**config.mk**
```make
export PLATFORM = sky130hd
export DESIGN_NAME = least_loaded_core_assigner
export DESIGN_NICKNAME = d
export VERILOG_FILES = /design/src/hw/rtl/llca_pkg.sv /design/src/hw/rtl/llca_seq.sv /design/src/hw/rtl/least_loaded_core_assigner.sv
export SDC_FILE = /design/constraint.sdc
export NUM_CORES = 1
export LEC_CHECK = 0
export BUFFER_PORTS_ARGS = -buffer_cell sky130_fd_sc_hd__buf_2
export CAP_MARGIN = 25
export CORE_AREA = 2 2 235 237
export DETAILED_ROUTE_END_ITERATION = 6
export DIE_AREA = 0 0 237 239
export PLACE_DENSITY = 0.56
export SLEW_MARGIN = 20
export SYNTH_ARGS = -nofsm -noshare
export SYNTH_HDL_FRONTEND = slang
export SYNTH_SLANG_ARGS = --single-unit
```
**constraint.sdc**
```tcl
create_clock -name clk -period 4.2 [get_ports clk]
set_input_delay 0.21 -clock clk [delete_from_list [all_inputs] [get_ports clk]]
set_output_delay 0.21 -clock clk [all_outputs]
set_load 0.005 [all_outputs]
```
**src/hw/rtl/llca_pkg.sv**
```systemverilog
`timescale 1ns / 1ps

package llca_pkg;

    localparam int NUM_CORES_DEF = 16;
    localparam int CNT_W         = 16;
    localparam int MASK_W        = 16;
    localparam int ACT_W         = 5;
    localparam int CORE_W        = 8;
    localparam int STATUS_W      = 3;
    localparam int STEP_W        = 3;

    localparam logic [ACT_W-1:0]    ACTIVE_RST = 5'd16;
    localparam logic [MASK_W-1:0]   ENABLE_RST = 16'hFFFF;
    localparam logic [CNT_W-1:0]    CNT_MAX    = 16'hFFFF;

    // result status codes
    localparam logic [STATUS_W-1:0] ST_OK       = 3'd0;
    localparam logic [STATUS_W-1:0] ST_RANGE    = 3'd1;
    localparam logic [STATUS_W-1:0] ST_BUSY     = 3'd2;
    localparam logic [STATUS_W-1:0] ST_NO_DED   = 3'd3;
    localparam logic [STATUS_W-1:0] ST_NO_CORES = 3'd4;

    // config register indexes
    localparam logic CFG_ACTIVE  = 1'b0;
    localparam logic CFG_ENABLED = 1'b1;

    typedef logic [STEP_W-1:0] step_t;

    // microprogram addresses
    localparam step_t STEP_IDLE     = 3'd0;
    localparam step_t STEP_DISPATCH = 3'd1;
    localparam step_t STEP_MREAD    = 3'd2;
    localparam step_t STEP_MDEC     = 3'd3;
    localparam step_t STEP_SCAN     = 3'd4;
    localparam step_t STEP_DRAIN    = 3'd5;
    localparam step_t STEP_ADEC     = 3'd6;

    typedef enum logic [1:0] {
        COND_ALWAYS,
        COND_START,
        COND_MANUAL,
        COND_SCAN_LAST
    } cond_sel_t;

    typedef struct packed {
        cond_sel_t cond;
        step_t     tgt;       // taken when cond holds
        step_t     nxt;       // taken otherwise
        logic      rd_scan;   // read counter at scan index, advance scan
        logic      scan_clr;  // restart scan and search
        logic      m_dec;     // manual decision, write back, emit result
        logic      a_dec;     // automatic decision, write back, emit result
    } ctrl_t;

    typedef struct packed {
        logic start;
        logic manual;
        logic scan_last;
    } cond_in_t;

endpackage

```
**src/hw/rtl/llca_seq.sv**
```systemverilog
`timescale 1ns / 1ps

module llca_seq (
    input  logic              clk,
    input  logic              rst_n,
    input  llca_pkg::cond_in_t cond,
    output llca_pkg::ctrl_t   ctl,
    output logic              busy
);

    llca_pkg::step_t step_reg;
    llca_pkg::step_t step_next;
    logic            taken;

    // control store
    function automatic llca_pkg::ctrl_t rom(input llca_pkg::step_t s);
        llca_pkg::ctrl_t w;
        w = '{cond: llca_pkg::COND_ALWAYS, tgt: llca_pkg::STEP_IDLE,
              nxt: llca_pkg::STEP_IDLE, rd_scan: 1'b0, scan_clr: 1'b0,
              m_dec: 1'b0, a_dec: 1'b0};
        case (s)
            llca_pkg::STEP_IDLE:
            begin
                w.cond = llca_pkg::COND_START;
                w.tgt  = llca_pkg::STEP_DISPATCH;
                w.nxt  = llca_pkg::STEP_IDLE;
            end
            llca_pkg::STEP_DISPATCH:
            begin
                w.cond     = llca_pkg::COND_MANUAL;
                w.tgt      = llca_pkg::STEP_MREAD;
                w.nxt      = llca_pkg::STEP_SCAN;
                w.scan_clr = 1'b1;
            end
            llca_pkg::STEP_MREAD:
            begin
                w.tgt = llca_pkg::STEP_MDEC;
            end
            llca_pkg::STEP_MDEC:
            begin
                w.tgt   = llca_pkg::STEP_IDLE;
                w.m_dec = 1'b1;
            end
            llca_pkg::STEP_SCAN:
            begin
                w.cond    = llca_pkg::COND_SCAN_LAST;
                w.tgt     = llca_pkg::STEP_DRAIN;
                w.nxt     = llca_pkg::STEP_SCAN;
                w.rd_scan = 1'b1;
            end
            llca_pkg::STEP_DRAIN:
            begin
                w.tgt = llca_pkg::STEP_ADEC;
            end
            llca_pkg::STEP_ADEC:
            begin
                w.tgt   = llca_pkg::STEP_IDLE;
                w.a_dec = 1'b1;
            end
            default:
            begin
                w.tgt = llca_pkg::STEP_IDLE;
            end
        endcase
        return w;
    endfunction

    assign ctl  = rom(step_reg);
    assign busy = (step_reg != llca_pkg::STEP_IDLE);

    always_comb
    begin
        case (ctl.cond)
            llca_pkg::COND_ALWAYS:    taken = 1'b1;
            llca_pkg::COND_START:     taken = cond.start;
            llca_pkg::COND_MANUAL:    taken = cond.manual;
            llca_pkg::COND_SCAN_LAST: taken = cond.scan_last;
            default:                  taken = 1'b1;
        endcase
        step_next = taken ? ctl.tgt : ctl.nxt;
    end

    always_ff @(posedge clk or negedge rst_n)
    begin
        if (!rst_n)
        begin
            step_reg <= llca_pkg::STEP_IDLE;
        end
        else
        begin
            step_reg <= step_next;
        end
    end

endmodule

```
**src/hw/rtl/least_loaded_core_assigner.sv**
```systemverilog
`timescale 1ns / 1ps

// A manual item runs the dispatch, counter read and decision steps; an automatic item scans every core first.
// A new item is accepted only when the previous one has finished (busy low);
// the scan reads one job counter per cycle through the single counter memory port.
// done is a one-cycle strobe; the receiver cannot stall, busy falls as done rises.
// Reset (rst_n, async low): counts and dedicated marks read as zero at once
// (per-core valid bits), active_cores = 16, enabled_mask = all ones. No clearing pass.

module least_loaded_core_assigner #(
    parameter int NUM_CORES = llca_pkg::NUM_CORES_DEF
) (
    input  logic                          clk,
    input  logic                          rst_n,
    // request channel
    input  logic                          start,
    output logic                          busy,
    input  logic                          manual_assign,
    input  logic                          share_ok,
    input  logic [llca_pkg::CORE_W-1:0]   preferred_core,
    // result channel
    output logic                          done,
    output logic [llca_pkg::STATUS_W-1:0] status,
    output logic [llca_pkg::CORE_W-1:0]   assigned_core,
    // configuration write channel
    input  logic                          cfg_valid,
    output logic                          cfg_ready,
    input  logic                          cfg_index,
    input  logic [llca_pkg::MASK_W-1:0]   cfg_data
);

    localparam int IDX_W = (NUM_CORES > 1) ? $clog2(NUM_CORES) : 1;
    localparam logic [IDX_W-1:0] LAST_IDX = IDX_W'(NUM_CORES - 1);

    // ------------------------------------------------------------------
    // Configuration registers
    // ------------------------------------------------------------------
    logic [llca_pkg::ACT_W-1:0]  active_cores_reg;
    logic [llca_pkg::MASK_W-1:0] enabled_mask_reg;

    assign cfg_ready = 1'b1;

    always_ff @(posedge clk or negedge rst_n)
    begin
        if (!rst_n)
        begin
            active_cores_reg <= llca_pkg::ACTIVE_RST;
            enabled_mask_reg <= llca_pkg::ENABLE_RST;
        end
        else if (cfg_valid && cfg_ready)
        begin
            case (cfg_index)
                llca_pkg::CFG_ACTIVE:  active_cores_reg <= cfg_data[llca_pkg::ACT_W-1:0];
                llca_pkg::CFG_ENABLED: enabled_mask_reg <= cfg_data;
                default:               active_cores_reg <= active_cores_reg;
            endcase
        end
    end

    // A core is usable if it exists, is present, has an enable bit and it is set.
    function automatic logic usable(input logic [llca_pkg::CORE_W-1:0] idx);
        logic in_rng;
        in_rng = (idx < llca_pkg::CORE_W'(NUM_CORES))
              && (idx < llca_pkg::CORE_W'(active_cores_reg))
              && (idx < llca_pkg::CORE_W'(llca_pkg::MASK_W));
        return in_rng && enabled_mask_reg[idx[3:0]];
    endfunction

    // ------------------------------------------------------------------
    // Sequencer
    // ------------------------------------------------------------------
    llca_pkg::ctrl_t    ctl;
    llca_pkg::cond_in_t cond;
    logic               accept;
    logic [IDX_W-1:0]   scan_idx_reg;
    logic               manual_reg;

    assign accept         = start && !busy;
    assign cond.start     = start;
    assign cond.manual    = manual_reg;
    assign cond.scan_last = (scan_idx_reg == LAST_IDX);

    llca_seq u_seq (
        .clk   (clk),
        .rst_n (rst_n),
        .cond  (cond),
        .ctl   (ctl),
        .busy  (busy)
    );

    // latched request
    logic                        share_reg;
    logic [llca_pkg::CORE_W-1:0] pref_reg;

    always_ff @(posedge clk)
    begin
        if (accept)
        begin
            manual_reg <= manual_assign;
            share_reg  <= share_ok;
            pref_reg   <= preferred_core;
        end
    end

    // ------------------------------------------------------------------
    // Job count memory: one read, one write port, registered read.
    // Per-entry valid bits make unwritten entries read as zero after reset.
    // ------------------------------------------------------------------
    logic [llca_pkg::CNT_W-1:0] cnt_mem [NUM_CORES];
    logic [NUM_CORES-1:0]       cnt_vld_reg;
    logic [NUM_CORES-1:0]       ded_reg;
    logic [llca_pkg::CNT_W-1:0] rd_data_reg;
    logic                       rd_vld_reg;
    logic [llca_pkg::CNT_W-1:0] rd_cnt;
    logic [IDX_W-1:0]           rd_addr;
    logic [IDX_W-1:0]           pidx;

    logic                       wr_en;
    logic [IDX_W-1:0]           wr_idx;
    logic [llca_pkg::CNT_W-1:0] wr_cnt;
    logic                       wr_ded;

    assign pidx    = pref_reg[IDX_W-1:0];
    assign rd_addr = ctl.rd_scan ? scan_idx_reg : pidx;
    assign rd_cnt  = rd_vld_reg ? rd_data_reg : '0;

    always_ff @(posedge clk)
    begin
        rd_data_reg <= cnt_mem[rd_addr];
        if (wr_en)
        begin
            cnt_mem[wr_idx] <= wr_cnt;
        end
    end

    always_ff @(posedge clk or negedge rst_n)
    begin
        if (!rst_n)
        begin
            cnt_vld_reg <= '0;
            ded_reg     <= '0;
            rd_vld_reg  <= 1'b0;
        end
        else
        begin
            rd_vld_reg <= cnt_vld_reg[rd_addr];
            if (wr_en)
            begin
                cnt_vld_reg[wr_idx] <= 1'b1;
                if (wr_ded)
                begin
                    ded_reg[wr_idx] <= 1'b1;
                end
            end
        end
    end

    // ------------------------------------------------------------------
    // Scan: address stage, then compare stage in the following cycle.
    // ------------------------------------------------------------------
    logic                       cmp_vld_reg;
    logic [IDX_W-1:0]           cmp_idx_reg;
    logic                       found_reg;
    logic [IDX_W-1:0]           best_idx_reg;
    logic [llca_pkg::CNT_W-1:0] best_cnt_reg;
    logic                       better;

    // strict less-than keeps the lowest index on a tie
    assign better = cmp_vld_reg
                 && usable(llca_pkg::CORE_W'(cmp_idx_reg))
                 && !ded_reg[cmp_idx_reg]
                 && (!found_reg || (rd_cnt < best_cnt_reg));

    always_ff @(posedge clk or negedge rst_n)
    begin
        if (!rst_n)
        begin
            scan_idx_reg <= '0;
            cmp_vld_reg  <= 1'b0;
            found_reg    <= 1'b0;
        end
        else
        begin
            cmp_vld_reg <= ctl.rd_scan;
            if (ctl.scan_clr)
            begin
                scan_idx_reg <= '0;
                found_reg    <= 1'b0;
            end
            else
            begin
                if (ctl.rd_scan)
                begin
                    scan_idx_reg <= scan_idx_reg + 1'b1;
                end
                if (better)
                begin
                    found_reg <= 1'b1;
                end
            end
        end
    end

    always_ff @(posedge clk)
    begin
        cmp_idx_reg <= scan_idx_reg;
        if (better)
        begin
            best_idx_reg <= cmp_idx_reg;
            best_cnt_reg <= rd_cnt;
        end
    end

    // ------------------------------------------------------------------
    // Decision and write-back
    // ------------------------------------------------------------------
    logic [llca_pkg::STATUS_W-1:0] status_next;
    logic [llca_pkg::CORE_W-1:0]   core_next;
    logic [llca_pkg::CNT_W-1:0]    base_cnt;

    always_comb
    begin
        status_next = llca_pkg::ST_OK;
        core_next   = pref_reg;
        wr_en       = 1'b0;
        wr_idx      = pidx;
        base_cnt    = rd_cnt;
        if (ctl.m_dec)
        begin
            if (!usable(pref_reg))
            begin
                status_next = llca_pkg::ST_RANGE;
            end
            else if (ded_reg[pidx])
            begin
                status_next = llca_pkg::ST_BUSY;
            end
            else if (!share_reg && (rd_cnt != '0))
            begin
                status_next = llca_pkg::ST_NO_DED;
            end
            else
            begin
                wr_en = 1'b1;
            end
        end
        else if (ctl.a_dec)
        begin
            wr_idx   = best_idx_reg;
            base_cnt = best_cnt_reg;
            if (!found_reg)
            begin
                status_next = llca_pkg::ST_NO_CORES;
            end
            else
            begin
                core_next = llca_pkg::CORE_W'(best_idx_reg);
                if (!share_reg && (best_cnt_reg != '0))
                begin
                    status_next = llca_pkg::ST_NO_DED;
                end
                else
                begin
                    wr_en = 1'b1;
                end
            end
        end
        // saturating increment
        wr_cnt = (base_cnt == llca_pkg::CNT_MAX) ? base_cnt : base_cnt + 1'b1;
        wr_ded = !share_reg;
    end

    // result register
    logic                          done_reg;
    logic [llca_pkg::STATUS_W-1:0] status_reg;
    logic [llca_pkg::CORE_W-1:0]   core_reg;

    always_ff @(posedge clk or negedge rst_n)
    begin
        if (!rst_n)
        begin
            done_reg <= 1'b0;
        end
        else
        begin
            done_reg <= ctl.m_dec || ctl.a_dec;
        end
    end

    always_ff @(posedge clk)
    begin
        if (ctl.m_dec || ctl.a_dec)
        begin
            status_reg <= status_next;
            core_reg   <= core_next;
        end
    end

    assign done          = done_reg;
    assign status        = status_reg;
    assign assigned_core = core_reg;

`ifndef ASSERT_OFF
    // a result only follows a busy cycle (the decision step)
    a_done_after_busy: assert property (@(posedge clk) disable iff (!rst_n)
        done |-> $past(busy))
        else $error("result without a decision step");

    // an accepted item always occupies the sequencer
    a_accept_busy: assert property (@(posedge clk) disable iff (!rst_n)
        (start && !busy) |=> busy)
        else $error("accepted item did not start the sequencer");

    // a granted core was usable, hence inside the core range
    a_ok_in_range: assert property (@(posedge clk) disable iff (!rst_n)
        (done && (status == llca_pkg::ST_OK))
            |-> (assigned_core < llca_pkg::CORE_W'(NUM_CORES)))
        else $error("granted core out of range");

    // a counter write never lands while the scan is reading
    a_no_rw_overlap: assert property (@(posedge clk) disable iff (!rst_n)
        wr_en |-> !ctl.rd_scan)
        else $error("write during scan");
`endif

endmodule

```
=== Yosys cells after proc, flatten, opt, wreduce, memory -nomap -nowiden ===
Memory sizes are Yosys's and may differ from the RTL's. A register that Yosys moved wholly into a read port is not among the register bits.
Cells that the tools add are included.
W data, S select, Z words.

* Register bits after elaboration: 109
* RAM bits: 256
* Input bits: 31
* Output and inout port bits: 14
* Logic and storage cells: 124
* Memories kept: 1

{| class="wikitable"
|+ Memory list
! memory !! words !! bits a word !! read ports !! clocked after memory_dff !! write ports !! RTL line !! source
|-
| cnt_mem || 16 || 16 || 1 || 1 || 1 || least_loaded_core_assigner.sv:109 || <nowiki>logic [llca_pkg::CNT_W-1:0] cnt_mem [NUM_CORES];</nowiki>
|}

* $add $sub $neg: 2
* Order comparisons: 9
* Eq/ne operators: 11
* Muxes and demuxes: 51
* Bitwise gates (word level): 4
* Reduce and logical (&&, ||, !) cells: 28

{| class="wikitable"
|+ Operators with widths
! cell !! number
|-
| $mux W16 || 4
|-
| $or A16 B16 Y16 || 2
|-
| $reduce_bool A16 Y1 || 2
|-
| $mux W8 || 3
|-
| $mux W1 || 21
|-
| $bmux W1 S4 || 5
|-
| $lt A4 B5 Y1 const B || 4
|-
| $mux W4 || 5
|-
| $add A16 B1 Y16 const B || 1
|-
| $eq A16 B16 Y1 const B || 1
|-
| $lt A16 B16 Y1 || 1
|-
| $mux W3 || 5
|-
| $pmux W3 S5 || 1
|-
| $logic_and A1 B1 Y1 || 11
|-
| $eq A3 B3 Y1 const B || 3
|-
| $lt A8 B5 Y1 || 1
|-
| $lt A8 B5 Y1 const B || 1
|-
| $mux W2 || 4
|-
| $eq A3 B2 Y1 const B || 2
|-
| $pmux W2 S3 || 1
|-
| $reduce_and A2 Y1 || 3
|-
| $lt A4 B5 Y1 || 1
|-
| $add A4 B1 Y4 const B || 1
|-
| $demux W1 S4 || 1
|-
| 14 further kinds || 21
|}

=== Longest topological paths before layout ===
* Depth after elaboration: 9
* Gate-level depth with buffers: 15

=== Hierarchy ===
From an unflattened synthesis, not the netlist that was laid out.

* Cell total of the unflattened synthesis: 1001
* Area total of the unflattened synthesis: 16096.7 um^2

{| class="wikitable"
|+ Modules (own cells, without submodules)
! module !! instances !! cells an instance !! area an instance (um^2) !! seq. area each (um^2)
|-
| least_loaded_core_assigner || 1 || 969 || 15852.7 || 10866.7
|-
| llca_seq || 1 || 32 || 244.0 || 75.1
|}

=== Worst setup path before layout ===
No wires, ideal clock.

* Path kind: flip-flop to flip-flop
* Start: register u_seq.step_reg[0]
* End: memory cnt_mem[0][3] in the netlist's numbering, data pin
* Setup time: 297 ps
* Arrival time: 3448 ps
* Setup slack: 455 ps
* Cell stages (with the launch flop): 16
* Cell sequence: dfrtp_1 -> clkbuf_1 -> nand3b_1 -> clkbuf_1 -> clkbuf_1 -> clkbuf_1 -> nand2_1 -> nand2_1 -> ha_1 -> nand2_1 -> nor3_1 -> a31oi_1 -> nor3b_2 -> buf_2 -> nor3_1 -> xnor2_1

* Longest elaborated chain between the ends: 6
* Elaborated cells on any way between the ends: 9
* Classes of those cells: add/sub: 1; eq/ne: 3; mux: 5

{| class="wikitable"
|+ Ends and longest elaborated chain
! element !! RTL line !! source
|-
| start, declared || llca_seq.sv:11 || <nowiki>llca_pkg::step_t step_reg;</nowiki>
|-
| start signal, assigned || llca_seq.sv:87 || <nowiki>step_reg <= llca_pkg::STEP_IDLE;</nowiki>
|-
| start signal, assigned || llca_seq.sv:91 || <nowiki>step_reg <= step_next;</nowiki>
|-
| $eq A3 B3 Y1 || llca_seq.sv:21 || <nowiki>case (s)</nowiki>
|-
| $mux W1 || llca_seq.sv:21 ||
|-
| $mux W16 || least_loaded_core_assigner.sv:247 || <nowiki>else if (ctl.a_dec)</nowiki>
|-
| $mux W16 (*) || least_loaded_core_assigner.sv:228 || <nowiki>if (ctl.m_dec)</nowiki>
|-
| $add A16 B1 Y16 / $eq A16 B16 Y1 (equally long branches) || least_loaded_core_assigner.sv:269 || <nowiki>wr_cnt = (base_cnt == llca_pkg::CNT_MAX) ? base_cnt : base_cnt + 1'b1;</nowiki>
|-
| $mux W16 (*) || least_loaded_core_assigner.sv:269 ||
|-
| named net wr_cnt, one bit || least_loaded_core_assigner.sv:120 || <nowiki>logic [llca_pkg::CNT_W-1:0] wr_cnt;</nowiki>
|-
| end, declared || least_loaded_core_assigner.sv:109 ||
|}

Mark *: on every way through the listed nets, which the timed path passes. The rest lies on a longest branch.

=== Worst setup path in the final report ===
* Start: register u_seq.step_reg[1]
* End: memory cnt_mem[1][5] in the netlist's numbering, data pin

Same word-level chain as after synthesis.

==> results.ini <==
[outcome]
outcome=completed

[yosys]
syn_nets=1047
synth_edf_count=297
synth_flop_cell=edfxtp_1
synth_area_mm2=0.0160
yosys_warnings=0
synth_top_area_share_pct=55.6
yosysTopAreaCell=edfxtp_1
seq_area_frac_synth_pct=68.2
ys_seq_elements=381
async_reset_ff_share_pct=16.8
synth_cells=994
synth_cell_type_count=57
synth.area.top_cells=edfxtp_1, mux4_2, dfrtp_1
synth.avg_cell_area_um2=16.1

[global_routing]
grtUsageMet1_pct=19.8
grt_use_total_pct=13.8
met2_usage_pct=20.8
grt_antenna_before_repair=0
busiest_layer=met2
grt_pass1_wl_um=59100
grt_use_met3_pct=2.08
grt_overflow=0
grt_pass1_vias=9361
grt_max_degree=40

[clock_tree]
clock-sinks=381
clkLatencyLatePin_ps=530
cts_max_path_buffers=3
path_clk_slew_ps=60
numCtsBuffers=38
htreeDepth=2
clock-root-buffer=clkbuf_16
tritoncts=done
post_cts_buffers=0

[placed_design]
postPlaceCellArea_mm2=0.0174
numPortBuffers=43
dp_cells=1746
gp_congestion=0.912
dp_hpwl_um=25900

[pwr]
leakagePower_nw=6.80
peakVddDrop_uv=235
power.density_mw_per_mm2=581

[route]
drc_errors=0
ant_nets=0
routed_via_density=4.97
drt-initial-drc-count=736
dr.pass1.iters=5
wl_per_cell_um=20.9
num_vias=9152
wl_um=38500

[worst_setup_path]
critPathArrivalTime_ps=3730
critPathKind=reg2reg
crit_path_end_kind=register
regToRegStartpoint=u_seq.step_reg[1]
worstReg2RegEnd=cnt_mem[1][5]
crit_path_start_kind=register
reg2reg_slack_ps=730
crit_fanout=19
ff2ff_path_depth=11
cp.required_ps=4450

[sta]
fmaxAchievable_mhz=288
finalSetupViolCount=0
fin_crit_ps=3470
setup_tns_ps=0
max-slew-margin-rel_pct=36.4
finalMaxSlewViolations=0
worst_pin_slew_ps=951
rsz0062_at_grt=false
post-route-period-util_pct=82.7
whs_ps=76.0
skew_ps=17.9
hold_viol=0

[finish]
layout_common_cells=edfxtp_1, mux4_2, nand2_1
syn2layout_area_growth_pct=18.7
postLayoutCoreUtil_pct=35.1
nets=1163
fillers=5083
stdcell_count=1843
largest-register=cnt_mem
largest_register_ffs=256
layout_commonest_cell=edfxtp_1
antenna_cells=0
drive_gt1_share_pct=26.4
finalInstanceArea_mm2=0.0190

[worst_hold_path]
worstHoldPathCells=3
hold_start=start
holdPathEnd=u_seq.step_reg[0]
hold_class=in2reg

[job]
drv_cap=0

[floorplan]
num_rows=86
die_w_um=237
start_util_pct=29.5
core_area_mm2=0.0543
die_h_um=239
io_pins=45
die_area_mm2=0.0566

[Yosys cell counts (20+ instances only)]
master    number
a21oi_1       27
a22oi_1       36
clkbuf_1      24
dfrtp_1       47
dfxtp_1       20
edfxtp_1     297
ha_1          22
inv_1         38
mux2_2        23
mux4_2        77
nand2_1       62
nor2_1        52
o21ai_0       21
[where the power goes]
group          switching, mW  internal, mW
Combinational           1.50          1.08
Clock                   1.41          2.23
Sequential             0.322          4.53
[cell type report]
| class | instances | area [um^2] | area share (%) |
|---|---|---|---|
| clock inverter | 25 | 337 | 1.77 |
| tap | 704 | 881 | 4.62 |
| clock buffer | 44 | 1010 | 5.33 |
| sequential | 381 | 10900 | 57.4 |
| multi-input combinational | 524 | 4780 | 25.1 |
| timing repair buffer | 126 | 951 | 4.99 |
| inverter | 39 | 146 | 0.768 |
[worst max path at each step]
stage | from | to | slack [ps] | cells past startpoint
final | u_seq.step_reg[1] | cnt_mem[1][5] | 730 | 11
after global routing | u_seq.step_reg[1] | cnt_mem[6][10] | 450 | 11
after CTS | pref_reg[0] | cnt_mem[5][7] | 740 | 7
after detailed placement | pref_reg[0] | cnt_mem[5][1] | 750 | 7
after global placement | pref_reg[0] | cnt_mem[5][1] | 750 | 7
after floorplan | u_seq.step_reg[0] | cnt_mem[0][3] | 450 | 15
[layer usage]
layer	vias to the layer above	wire length (um)
li1	4134	-
met5	-	0
met1	4701	17900
met4	0	1440
met2	255	17300
met3	62	1850
[cells by family after synthesis]
kind of cell,Yosys count,share of synthesized area [%]
DFF,381,68.2
AOI/OAI and AO/OA,161,7.03
buffers and inverters,89,2.49
adders and majority gates,22,1.72
other,1,0.0234
xor gates and xnor gates,10,0.546
and+or+nand+nor,216,6.71
muxes,114,13.3
[critical path, cell delays in order, from the launching register on]
cell and delay (ps):
dfrtp_1 630, and3b_1 480, o21ai_0 250, ha_1 290
nand2_1 70, nor3_1 60, a31oi_1 420, nor3b_2 130
buf_4 200, nor4_1 330, xnor2_1 130, buf_4 210
[repair_timing]
| item | CTS | global route |
|---|---|---|
| gates resized for setup | 0 | 0 |
| setup endpoints to repair | 0 | 0 |
| hold buffers | 27 | 0 |
| endpoints found under the hold margin | 45 | 0 |
[stage by stage]
step | setup slack, ps | total power, mW
5_1_grt | 454 | 11.6
2_1_floorplan | 455 | 6.49
4_1_cts | 737 | 11.2
3_3_place_gp | 751 | 7.46
6_report | 727 | 11.1
3_5_place_dp | 749 | 7.49
Note: power is estimated with default switching activity, not from simulation.
